`config.mk`:
```
export PLATFORM = sky130hd
export DESIGN_NAME = tcw_ctrl_flat
export DESIGN_NICKNAME = d
export VERILOG_FILES = /design/src/design/tcw_pkg.sv /design/src/design/tcw_if.sv /design/src/design/tcw_ctrl.sv /design/src/flat_wrapper.sv
export VERILOG_INCLUDE_DIRS = /design/src /design/src/design
export SDC_FILE = /design/constraint.sdc
export NUM_CORES = 1
export LEC_CHECK = 0
export BUFFER_PORTS_ARGS = -buffer_cell sky130_fd_sc_hd__buf_2
export CAP_MARGIN = 40
export CORE_ASPECT_RATIO = 1.5
export CORE_MARGIN = 5
export CORE_UTILIZATION = 54
export CTS_CLUSTER_DIAMETER = 150
export CTS_CLUSTER_SIZE = 12
export DETAILED_ROUTE_END_ITERATION = 12
export GPL_ROUTABILITY_DRIVEN = 0
export PLACE_DENSITY = 0.79
export SYNTH_ARGS = -nofsm -noshare
export SYNTH_HDL_FRONTEND = slang
export SYNTH_SLANG_ARGS = --single-unit
```
`constraint.sdc`:
```
create_clock -name clk -period 4.2 [get_ports clk]
set_input_delay 0.21 -clock clk [delete_from_list [all_inputs] [get_ports clk]]
set_output_delay 0.21 -clock clk [all_outputs]
set_load 0.01 [all_outputs]
```
`src/design/text_console_writer_macros.svh`:
```
// Assertion helpers shared by the console design files.
// Each macro expects signals named clk and rst_n in the calling scope.
`ifndef TEXT_CONSOLE_WRITER_MACROS_SVH
`define TEXT_CONSOLE_WRITER_MACROS_SVH

// The consequent must hold in the same cycle as the antecedent.
`define TCW_ASSERT_IMPLIES(name, ante, cons, msg) \
    name: assert property (@(posedge clk) disable iff (!rst_n) (ante) |-> (cons)) \
        else $error(msg);

// The consequent must hold in the cycle after the antecedent.
`define TCW_ASSERT_NEXT(name, ante, cons, msg) \
    name: assert property (@(posedge clk) disable iff (!rst_n) (ante) |=> (cons)) \
        else $error(msg);

// The expression must hold at every clock edge out of reset.
`define TCW_ASSERT_ALWAYS(name, expr, msg) \
    name: assert property (@(posedge clk) disable iff (!rst_n) (expr)) \
        else $error(msg);

`endif

```
`src/design/tcw_pkg.sv`:
```
`timescale 1ns / 1ps

package tcw_pkg;

    localparam int COLS         = 80;
    localparam int ROWS         = 25;
    localparam int NCELLS       = COLS * ROWS;
    localparam int ADDR_W       = $clog2(NCELLS);
    localparam int PTR_W        = $clog2(NCELLS + 1);
    localparam int SCROLL_CELLS = COLS * (ROWS - 1);

    localparam int COL_W   = 7;
    localparam int ROW_W   = 5;
    localparam int CHAR_W  = 8;
    localparam int CELL_W  = 16;
    localparam int RADDR_W = 11;
    localparam int OFF_W   = 11;
    localparam int CFG_W   = 4;

    localparam logic [CHAR_W-1:0] CHAR_CR       = 8'h0D;
    localparam logic [CHAR_W-1:0] CHAR_LF       = 8'h0A;
    localparam logic [CHAR_W-1:0] CHAR_BS       = 8'h08;
    localparam logic [CHAR_W-1:0] CHAR_BLANK    = 8'h20;
    localparam logic [CHAR_W-1:0] CHAR_PRINT_HI = 8'h7F;

    localparam logic [CELL_W-1:0] RESET_CELL = 16'h0F20;

    localparam logic [3:0] RESET_TEXT_COLOR = 4'hF;

    typedef enum logic [1:0] {
        ACT_WRITE = 2'd0,
        ACT_CLEAR = 2'd1,
        ACT_READ  = 2'd2,
        ACT_MOVE  = 2'd3
    } action_t;

    typedef enum logic [1:0] {
        CFG_TEXT_COLOR   = 2'd0,
        CFG_BACK_COLOR   = 2'd1,
        CFG_BLINK_ENABLE = 2'd2
    } cfg_index_t;

    typedef enum logic [2:0] {
        ST_INIT,
        ST_IDLE,
        ST_READ,
        ST_SCROLL,
        ST_FILL
    } state_t;

    typedef struct packed {
        logic              we;
        logic [ADDR_W-1:0] waddr;
        logic [CELL_W-1:0] wdata;
        logic [ADDR_W-1:0] raddr;
    } ram_req_t;

endpackage

```
`src/design/tcw_if.sv`:
```
`timescale 1ns / 1ps

interface tcw_in_if;
    import tcw_pkg::*;

    logic                 valid;
    logic                 ready;
    logic [1:0]           action;
    logic [CHAR_W-1:0]    char_code;
    logic [COL_W-1:0]     target_col;
    logic [ROW_W-1:0]     target_row;
    logic [RADDR_W-1:0]   read_address;

    modport source (
        output valid, action, char_code, target_col, target_row, read_address,
        input  ready
    );
    modport sink (
        input  valid, action, char_code, target_col, target_row, read_address,
        output ready
    );
endinterface

interface tcw_out_if;
    import tcw_pkg::*;

    logic                valid;
    logic                ready;
    logic [CELL_W-1:0]   cell_value;
    logic [COL_W-1:0]    cursor_col;
    logic [ROW_W-1:0]    cursor_row;
    logic [OFF_W-1:0]    cursor_offset;

    modport source (
        output valid, cell_value, cursor_col, cursor_row, cursor_offset,
        input  ready
    );
    modport sink (
        input  valid, cell_value, cursor_col, cursor_row, cursor_offset,
        output ready
    );
endinterface

```
`src/design/tcw_ctrl.sv`:
```
`timescale 1ns / 1ps
`include "text_console_writer_macros.svh"

module tcw_ctrl (
    input  logic                        clk,
    input  logic                        rst_n,
    input  logic                        cfg_we,
    input  logic [1:0]                  cfg_index,
    input  logic [tcw_pkg::CFG_W-1:0]   cfg_data,
    tcw_in_if.sink                      req,
    tcw_out_if.source                   rsp,
    output tcw_pkg::ram_req_t           ram_req,
    input  logic [tcw_pkg::CELL_W-1:0]  ram_rdata
);
    import tcw_pkg::*;

    state_t             state_reg, state_next;
    logic [COL_W-1:0]   col_reg, col_next;
    logic [ROW_W-1:0]   row_reg, row_next;
    logic [PTR_W-1:0]   ptr_reg, ptr_next;
    logic [ADDR_W-1:0]  dst_reg, dst_next;
    logic               pend_reg, pend_next;
    logic               rd_ok_reg, rd_ok_next;
    logic               out_valid_reg, out_valid_next;
    logic [CELL_W-1:0]  out_cell_reg, out_cell_next;

    logic [3:0]         text_reg;
    logic [2:0]         back_reg;
    logic               blink_reg;

    logic [CELL_W-1:0]  blank;
    logic [ADDR_W-1:0]  lin;
    logic               in_fire;

    // Write-char decode results.
    logic [COL_W:0]     wc_col;
    logic [ROW_W:0]     wc_row;
    logic               wc_we;
    logic [ADDR_W-1:0]  wc_addr;
    logic [CELL_W-1:0]  wc_data;
    logic               wc_scroll;

    assign blank   = {blink_reg, back_reg, text_reg, CHAR_BLANK};
    assign lin     = ADDR_W'(row_reg) * ADDR_W'(COLS) + ADDR_W'(col_reg);
    assign in_fire = req.valid && req.ready;

    assign req.ready         = (state_reg == ST_IDLE) && !out_valid_reg;
    assign rsp.valid         = out_valid_reg;
    assign rsp.cell_value    = out_cell_reg;
    assign rsp.cursor_col    = col_reg;
    assign rsp.cursor_row    = row_reg;
    assign rsp.cursor_offset = OFF_W'(lin);

    always_ff @(posedge clk or negedge rst_n)
    begin
        if (!rst_n)
        begin
            text_reg  <= RESET_TEXT_COLOR;
            back_reg  <= '0;
            blink_reg <= 1'b0;
        end
        else if (cfg_we)
        begin
            unique case (cfg_index)
                CFG_TEXT_COLOR:   text_reg  <= cfg_data[3:0];
                CFG_BACK_COLOR:   back_reg  <= cfg_data[2:0];
                CFG_BLINK_ENABLE: blink_reg <= cfg_data[0];
                default:          ;
            endcase
        end
    end

    // Cursor motion and the single cell write, if any, of one character.
    always_comb
    begin
        wc_col    = {1'b0, col_reg};
        wc_row    = {1'b0, row_reg};
        wc_we     = 1'b0;
        wc_addr   = lin;
        wc_data   = blank;
        wc_scroll = 1'b0;
        case (req.char_code)
            CHAR_CR:
            begin
                wc_col = '0;
            end
            CHAR_LF:
            begin
                wc_col = '0;
                wc_row = wc_row + 1'b1;
            end
            CHAR_BS:
            begin
                // At home the blank lands on cell 0 and the cursor stays put.
                wc_we   = 1'b1;
                wc_addr = (lin == '0) ? '0 : lin - 1'b1;
                if (col_reg != '0)
                begin
                    wc_col = wc_col - 1'b1;
                end
                else if (row_reg != '0)
                begin
                    wc_row = wc_row - 1'b1;
                    wc_col = (COL_W+1)'(COLS - 1);
                end
            end
            default:
            begin
                if (req.char_code >= CHAR_BLANK && req.char_code <= CHAR_PRINT_HI)
                begin
                    wc_we   = 1'b1;
                    wc_data = {1'b0, back_reg, text_reg, req.char_code};
                    wc_col  = wc_col + 1'b1;
                end
            end
        endcase
        if (int'(wc_col) >= COLS)
        begin
            wc_col = '0;
            wc_row = wc_row + 1'b1;
        end
        if (int'(wc_row) >= ROWS)
        begin
            wc_scroll = 1'b1;
            wc_row    = (ROW_W+1)'(ROWS - 1);
        end
    end

    always_ff @(posedge clk or negedge rst_n)
    begin
        if (!rst_n)
        begin
            state_reg     <= ST_INIT;
            col_reg       <= '0;
            row_reg       <= '0;
            ptr_reg       <= '0;
            pend_reg      <= 1'b0;
            rd_ok_reg     <= 1'b0;
            out_valid_reg <= 1'b0;
        end
        else
        begin
            state_reg     <= state_next;
            col_reg       <= col_next;
            row_reg       <= row_next;
            ptr_reg       <= ptr_next;
            pend_reg      <= pend_next;
            rd_ok_reg     <= rd_ok_next;
            out_valid_reg <= out_valid_next;
        end
    end

    always_ff @(posedge clk)
    begin
        dst_reg      <= dst_next;
        out_cell_reg <= out_cell_next;
    end

    always_comb
    begin
        state_next     = state_reg;
        col_next       = col_reg;
        row_next       = row_reg;
        ptr_next       = ptr_reg;
        dst_next       = dst_reg;
        pend_next      = 1'b0;
        rd_ok_next     = rd_ok_reg;
        out_valid_next = out_valid_reg && !rsp.ready;
        out_cell_next  = out_cell_reg;
        ram_req        = '0;

        unique case (state_reg)
            ST_INIT:
            begin
                ram_req.we    = 1'b1;
                ram_req.waddr = ptr_reg[ADDR_W-1:0];
                ram_req.wdata = RESET_CELL;
                if (ptr_reg == PTR_W'(NCELLS - 1))
                begin
                    ptr_next   = '0;
                    state_next = ST_IDLE;
                end
                else
                begin
                    ptr_next = ptr_reg + 1'b1;
                end
            end
            ST_IDLE:
            begin
                if (in_fire)
                begin
                    unique case (action_t'(req.action))
                        ACT_WRITE:
                        begin
                            ram_req.we    = wc_we;
                            ram_req.waddr = wc_addr;
                            ram_req.wdata = wc_data;
                            col_next      = wc_col[COL_W-1:0];
                            row_next      = wc_row[ROW_W-1:0];
                            out_cell_next = '0;
                            if (wc_scroll)
                            begin
                                ptr_next   = PTR_W'(COLS);
                                state_next = ST_SCROLL;
                            end
                            else
                            begin
                                out_valid_next = 1'b1;
                            end
                        end
                        ACT_CLEAR:
                        begin
                            col_next      = '0;
                            row_next      = '0;
                            ptr_next      = '0;
                            out_cell_next = '0;
                            state_next    = ST_FILL;
                        end
                        ACT_READ:
                        begin
                            rd_ok_next = int'(req.read_address) < NCELLS;
                            if (int'(req.read_address) < NCELLS)
                            begin
                                ram_req.raddr = ADDR_W'(req.read_address);
                            end
                            state_next = ST_READ;
                        end
                        ACT_MOVE:
                        begin
                            col_next = (int'(req.target_col) >= COLS) ? '0 : req.target_col;
                            row_next = (int'(req.target_row) > ROWS - 1) ?
                                       ROW_W'(ROWS - 1) : req.target_row;
                            out_cell_next  = '0;
                            out_valid_next = 1'b1;
                        end
                        default: ;
                    endcase
                end
            end
            ST_READ:
            begin
                out_cell_next  = rd_ok_reg ? ram_rdata : '0;
                out_valid_next = 1'b1;
                state_next     = ST_IDLE;
            end
            ST_SCROLL:
            begin
                // Read one row ahead, write the cell back one row up in the next cycle.
                if (pend_reg)
                begin
                    ram_req.we    = 1'b1;
                    ram_req.waddr = dst_reg;
                    ram_req.wdata = ram_rdata;
                end
                if (ptr_reg == PTR_W'(NCELLS))
                begin
                    ptr_next   = PTR_W'(SCROLL_CELLS);
                    state_next = ST_FILL;
                end
                else
                begin
                    ram_req.raddr = ptr_reg[ADDR_W-1:0];
                    dst_next      = ADDR_W'(ptr_reg - PTR_W'(COLS));
                    pend_next     = 1'b1;
                    ptr_next      = ptr_reg + 1'b1;
                end
            end
            ST_FILL:
            begin
                ram_req.we    = 1'b1;
                ram_req.waddr = ptr_reg[ADDR_W-1:0];
                ram_req.wdata = blank;
                if (ptr_reg == PTR_W'(NCELLS - 1))
                begin
                    ptr_next       = '0;
                    out_valid_next = 1'b1;
                    state_next     = ST_IDLE;
                end
                else
                begin
                    ptr_next = ptr_reg + 1'b1;
                end
            end
            default: ;
        endcase
    end

    `TCW_ASSERT_ALWAYS(a_cursor_in_range, (int'(col_reg) < COLS) && (int'(row_reg) < ROWS), "cursor left the screen")
    `TCW_ASSERT_IMPLIES(a_write_in_range, ram_req.we, int'(ram_req.waddr) < NCELLS, "cell write beyond the screen")
    `TCW_ASSERT_IMPLIES(a_scroll_lag, (state_reg == ST_SCROLL) && pend_reg, int'(dst_reg) + COLS + 1 == int'(ptr_reg), "scroll copy lost its row offset")
    `TCW_ASSERT_IMPLIES(a_result_waits_idle, out_valid_reg, state_reg == ST_IDLE, "screen work while a result waits")
    `TCW_ASSERT_NEXT(a_read_answers, (state_reg == ST_READ), out_valid_reg, "read produced no result")

endmodule

```
`src/flat_wrapper.sv`:
```
// flat-port wrapper written by rule: the top's interface ports become plain ports
module tcw_ctrl_flat import tcw_pkg::*;
  (clk, rst_n, cfg_we, cfg_index, cfg_data, ram_req, ram_rdata, req_valid, req_action, req_char_code, req_target_col, req_target_row, req_read_address, req_ready, rsp_valid, rsp_cell_value, rsp_cursor_col, rsp_cursor_row, rsp_cursor_offset, rsp_ready);
  tcw_in_if req_i ();
  tcw_out_if rsp_i ();
  input  logic clk;
  input  logic rst_n;
  input  logic cfg_we;
  input  logic [1:0] cfg_index;
  input  logic [tcw_pkg::CFG_W-1:0] cfg_data;
  output tcw_pkg::ram_req_t ram_req;
  input  logic [tcw_pkg::CELL_W-1:0] ram_rdata;
  input wire logic [$bits(req_i.valid)-1:0] req_valid;
  input wire logic [$bits(req_i.action)-1:0] req_action;
  input wire logic [$bits(req_i.char_code)-1:0] req_char_code;
  input wire logic [$bits(req_i.target_col)-1:0] req_target_col;
  input wire logic [$bits(req_i.target_row)-1:0] req_target_row;
  input wire logic [$bits(req_i.read_address)-1:0] req_read_address;
  output wire logic [$bits(req_i.ready)-1:0] req_ready;
  output wire logic [$bits(rsp_i.valid)-1:0] rsp_valid;
  output wire logic [$bits(rsp_i.cell_value)-1:0] rsp_cell_value;
  output wire logic [$bits(rsp_i.cursor_col)-1:0] rsp_cursor_col;
  output wire logic [$bits(rsp_i.cursor_row)-1:0] rsp_cursor_row;
  output wire logic [$bits(rsp_i.cursor_offset)-1:0] rsp_cursor_offset;
  input wire logic [$bits(rsp_i.ready)-1:0] rsp_ready;
  assign req_i.valid = req_valid;
  assign req_i.action = req_action;
  assign req_i.char_code = req_char_code;
  assign req_i.target_col = req_target_col;
  assign req_i.target_row = req_target_row;
  assign req_i.read_address = req_read_address;
  assign req_ready = req_i.ready;
  assign rsp_valid = rsp_i.valid;
  assign rsp_cell_value = rsp_i.cell_value;
  assign rsp_cursor_col = rsp_i.cursor_col;
  assign rsp_cursor_row = rsp_i.cursor_row;
  assign rsp_cursor_offset = rsp_i.cursor_offset;
  assign rsp_i.ready = rsp_ready;
  tcw_ctrl u_core (.clk(clk), .rst_n(rst_n), .cfg_we(cfg_we), .cfg_index(cfg_index), .cfg_data(cfg_data), .req(req_i), .rsp(rsp_i), .ram_req(ram_req), .ram_rdata(ram_rdata));
endmodule
```
==> flow_metrics.env <==
export IMPL_status="finished clean"
export IMPL_fin_nets=807
export IMPL_p_per_area_nw_per_um2=847
export IMPL_htreeDepth=3
export IMPL_async_flop_share_pct=57.8
export IMPL_fp_dieW_um=90.0
export IMPL_area_delta_synth_final_pct=22.9
export IMPL_power_frac_comb_pct=64.5
export IMPL_drive_above_1_share_pct=30.5
export IMPL_start_util_pct=55.7
export IMPL_crit_type="flop to output pin"
export IMPL_arrival_ns=3.73
export IMPL_ctsRootBufferMaster="clkbuf_16"
export IMPL_end_kind="output pin"
export IMPL_largest_register_ffs=16
export IMPL_hp_class="input pin to flop"
export IMPL_synth_edf_count=27
export IMPL_holdWs_ns=0.123
export IMPL_wl_um=16700
export IMPL_drv_slew=0
export IMPL_setup_tns_ns=0
export IMPL_clock_path_buffers=2
export IMPL_r2r_end="u_core.state_reg[1]$_DFFE_PN0P_"
export IMPL_insertion_delay_ns=0.34
export IMPL_synth_nets=667
export IMPL_core_area_um2=9310
export IMPL_power_switching_share_pct=48.3
export IMPL_path_cells="buf_4 > ha_1 > ha_1 > inv_1 > fa_1 > nor3_1 > xor2_1 > xnor2_1 > nor4b_1 > a21o_1 > o21ai_0 > buf_2"
export IMPL_whs_path_depth=2
export IMPL_period_needed_ns=3.94
export IMPL_reg2reg_from="u_core.rsp.cursor_col[0]$_DFFE_PN0P_"
export IMPL_worst_r2r_cell_count=15
export IMPL_min_to="u_core.text_reg[3]$_DFFE_PN1P_"
export IMPL_die_area_um2=11700
export IMPL_clock_sinks=64
export IMPL_power_sequential_fraction_pct=22.4
export IMPL_die_y_um=130
export IMPL_crit_path_max_incr_delay_ns=0.46
export IMPL_clock_power_share_pct=13.1
export IMPL_multiInputGateArea_um2=3210
export IMPL_regArea_um2=1740
export IMPL_regToRegSetupSlack_ns=0.28
export IMPL_antenna_found_initial=0
export IMPL_wl_per_cell_um=20.0
export IMPL_grt_overflow_total=0
export IMPL_post_place_ws_ns=0.104
export IMPL_ir_drop_uv=539
export IMPL_yosysWarnings=0
export IMPL_syn_area_per_cell_um2=8.96
export IMPL_synth_area_um2=5190
export IMPL_fin_ws_ns=0.260
export IMPL_finalSetupViolCount=0
export IMPL_p_sw_mw=2.61
export IMPL_min_delay_start="cfg_data[3]"
export IMPL_start_kind="flop"
export IMPL_syn_inst=579
export IMPL_p_leak_nw=2.80
export IMPL_dp_hpwl_um=13000
export IMPL_n_fill_cell=753
export IMPL_max_slew_margin_rel_pct=54.3
export IMPL_drtIter0Drc=366
export IMPL_grt_max_degree=27
export IMPL_numPortBuffers=139
export IMPL_period_share_pct=93.8
export IMPL_synth_distinct_cells=79
export IMPL_drc=0
export IMPL_cts_setup_buffers=0
export IMPL_cts_reportedPaths_clkPinSlew_ns=0.06
export IMPL_skew_ns=0.00658
export IMPL_post_route_util_pct=68.5
export IMPL_viasPerCell=6.38
export IMPL_worstPathRequired_ns=3.99
export IMPL_first_pass_iters=7
export IMPL_ios=140
export IMPL_worst_pin_slew_ns=0.683
export IMPL_slowest_stage="fa_1"
export IMPL_cts_buffers=9
export IMPL_cts_tree="done"
export IMPL_fmax_ghz=0.254
export IMPL_antenna_diode_count=0
export IMPL_synth_seq_cells=64
export IMPL_grt_pass1_vias=5459
export IMPL_cp_common_cell="ha_1"
export IMPL_grt_usage_pct=27.5
export IMPL_hold_viol_final=0
export IMPL_crit_fanout=11
export IMPL_ys_seq_area_share_pct=33.6
export IMPL_grt_pass1_wl_um=26100
export IMPL_fp_row_count=43
export IMPL_maxCapViolCount=0
export IMPL_ant_nets=0
export IMPL_ys_flop_type="dfrtp_1"
export IMPL_p_int_mw=2.79
export IMPL_rsz0062_at_grt="false"
export IMPL_vias=5330
worst max path at each step:
stage                                              start                              end
floorplan           u_core.rsp.cursor_row[1]$_DFFE_PN0P_  u_core.state_reg[1]$_DFFE_PN0P_
global placement    u_core.rsp.cursor_row[0]$_DFFE_PN0P_    u_core.ptr_reg[2]$_DFFE_PN0P_
detailed placement  u_core.rsp.cursor_col[0]$_DFFE_PN0P_    u_core.ptr_reg[9]$_DFFE_PN0P_
CTS                 u_core.rsp.cursor_col[0]$_DFFE_PN0P_    u_core.ptr_reg[9]$_DFFE_PN0P_
global route        u_core.rsp.cursor_col[0]$_DFFE_PN0P_  u_core.state_reg[1]$_DFFE_PN0P_
finish              u_core.rsp.cursor_row[1]$_DFFE_PN0P_                      ram_req[35]
metal layers:
layer  wire, um  vias to the layer above  GRT usage (%)
met5          0                        -              0
met4        942                        0           17.9
met3       1020                       87           3.92
met2       9020                      276           50.9
met1       5760                     2545           29.0
li1           -                     2422              -
cells in the final DEF, fill, tap and decap left out, types with 5 or more instances in the layout:
master / synthesis / layout
buf_2: 4 / 139
nor2_1: 55 / 55
nand2_1: 42 / 42
o21ai_0: 33 / 33
dfrtp_1: 33 / 33
a21oi_1: 29 / 29
edfxtp_1: 27 / 27
ha_1: 26 / 26
buf_4: 5 / 24
inv_1: 21 / 21
a22o_1: 21 / 21
and2_1: 21 / 21
xnor2_1: 17 / 17
nor3_1: 17 / 17
a31oi_1: 16 / 16
a22oi_1: 14 / 14
xor2_1: 12 / 12
nand2b_1: 10 / 10
a21o_1: 10 / 10
nand3_1: 10 / 10
mux2_2: 9 / 9
clkbuf_16: 0 / 9
or3_1: 6 / 6
nor2b_1: 6 / 6
and3_1: 6 / 6
nor3b_1: 5 / 5
nand4_1: 5 / 5
a211oi_1: 6 / 5
per-stage QoR:
stage	instances	area, um2	power (mW)
detailed placement	819	6070	4.59
global route	836	6370	5.75
floorplan	579	5190	3.48
global placement	817	6040	4.48
finish	836	6370	5.40
CTS	836	6360	5.34
cells by family (layout without fill, tap and decap cells):
kind of cell | count (synthesis) | count (layout) | share of synthesized area, %
AND/OR/NAND/NOR | 217 | 217 | 22.8
AO/OA/AOI/OAI | 169 | 169 | 23.4
buffers and inverters | 58 | 203 | 4.95
flip-flops | 64 | 64 | 33.6
multiplexers | 13 | 13 | 2.85
XOR/XNOR | 30 | 30 | 5.43
adder cells (fa/ha/maj) | 28 | 28 | 7.04
power groups by stage:
stage	Sequential [mW]	Combinational (mW)	Clock (mW)
final	1.21	3.48	0.709
after detailed placement	1.21	3.38	0
after global placement	1.20	3.29	0
after floorplan	1.19	2.29	0
after CTS	1.20	3.43	0.710
after global routing	1.24	3.77	0.739
area by class of cell:
| type | instances | area share [%] |
|---|---|---|
| well taps | 112 | 2.20 |
| clock inverters | 6 | 0.667 |
| flip-flops and latches | 64 | 27.3 |
| inverters | 21 | 1.24 |
| multi-input cells | 457 | 50.4 |
| clock buffers | 10 | 3.75 |
| repair buffers | 166 | 14.4 |
cell usage after synthesis (4+ instances only):
cell type  number  area [um2]
nor3b_1         5        37.5
a211oi_1        6        45.0
a22o_1         21         184
nor2b_1         6        37.5
nor3_1         17        85.1
or4_1           4        30.0
dfstp_2         4         105
inv_1          21        78.8
xnor2_1        17         149
mux2_2          9         101
nand2_1        42         158
buf_4           5        37.5
xor2_1         12         105
dfrtp_1        33         826
a22oi_1        14         105
a21oi_1        29         145
nor4b_1         4        35.0
nand4_1         5        31.3
or3_1           6        37.5
nor4_1          4        25.0
a21o_1         10        75.1
buf_2           4        20.0
and2_1         21         131
o21ai_0        33         165
a31oi_1        16         100
clkbuf_1       26        97.6
nand2b_1       10        62.6
and3_1          6        37.5
ha_1           26         325
edfxtp_1       27         811
nand3_1        10        50.1
nor2_1         55         206
repair_timing:
item | 4_1_cts | 5_1_grt
endpoints found under the setup margin | 0 | 11
hold endpoints to repair | 11 | 0
resized for setup | 0 | 2
hold buffers | 1 | 0
critical path: cells and delay by family (launching register included):
family | cells | cell delay, ns
fa+ha+maj | 3 | 0.99
compound gates | 2 | 0.62
simple gates | 2 | 0.57
buf+inv | 3 | 0.45
flops | 1 | 0.38
xor+xnor | 2 | 0.37
(Power assumes the default switching activity.)
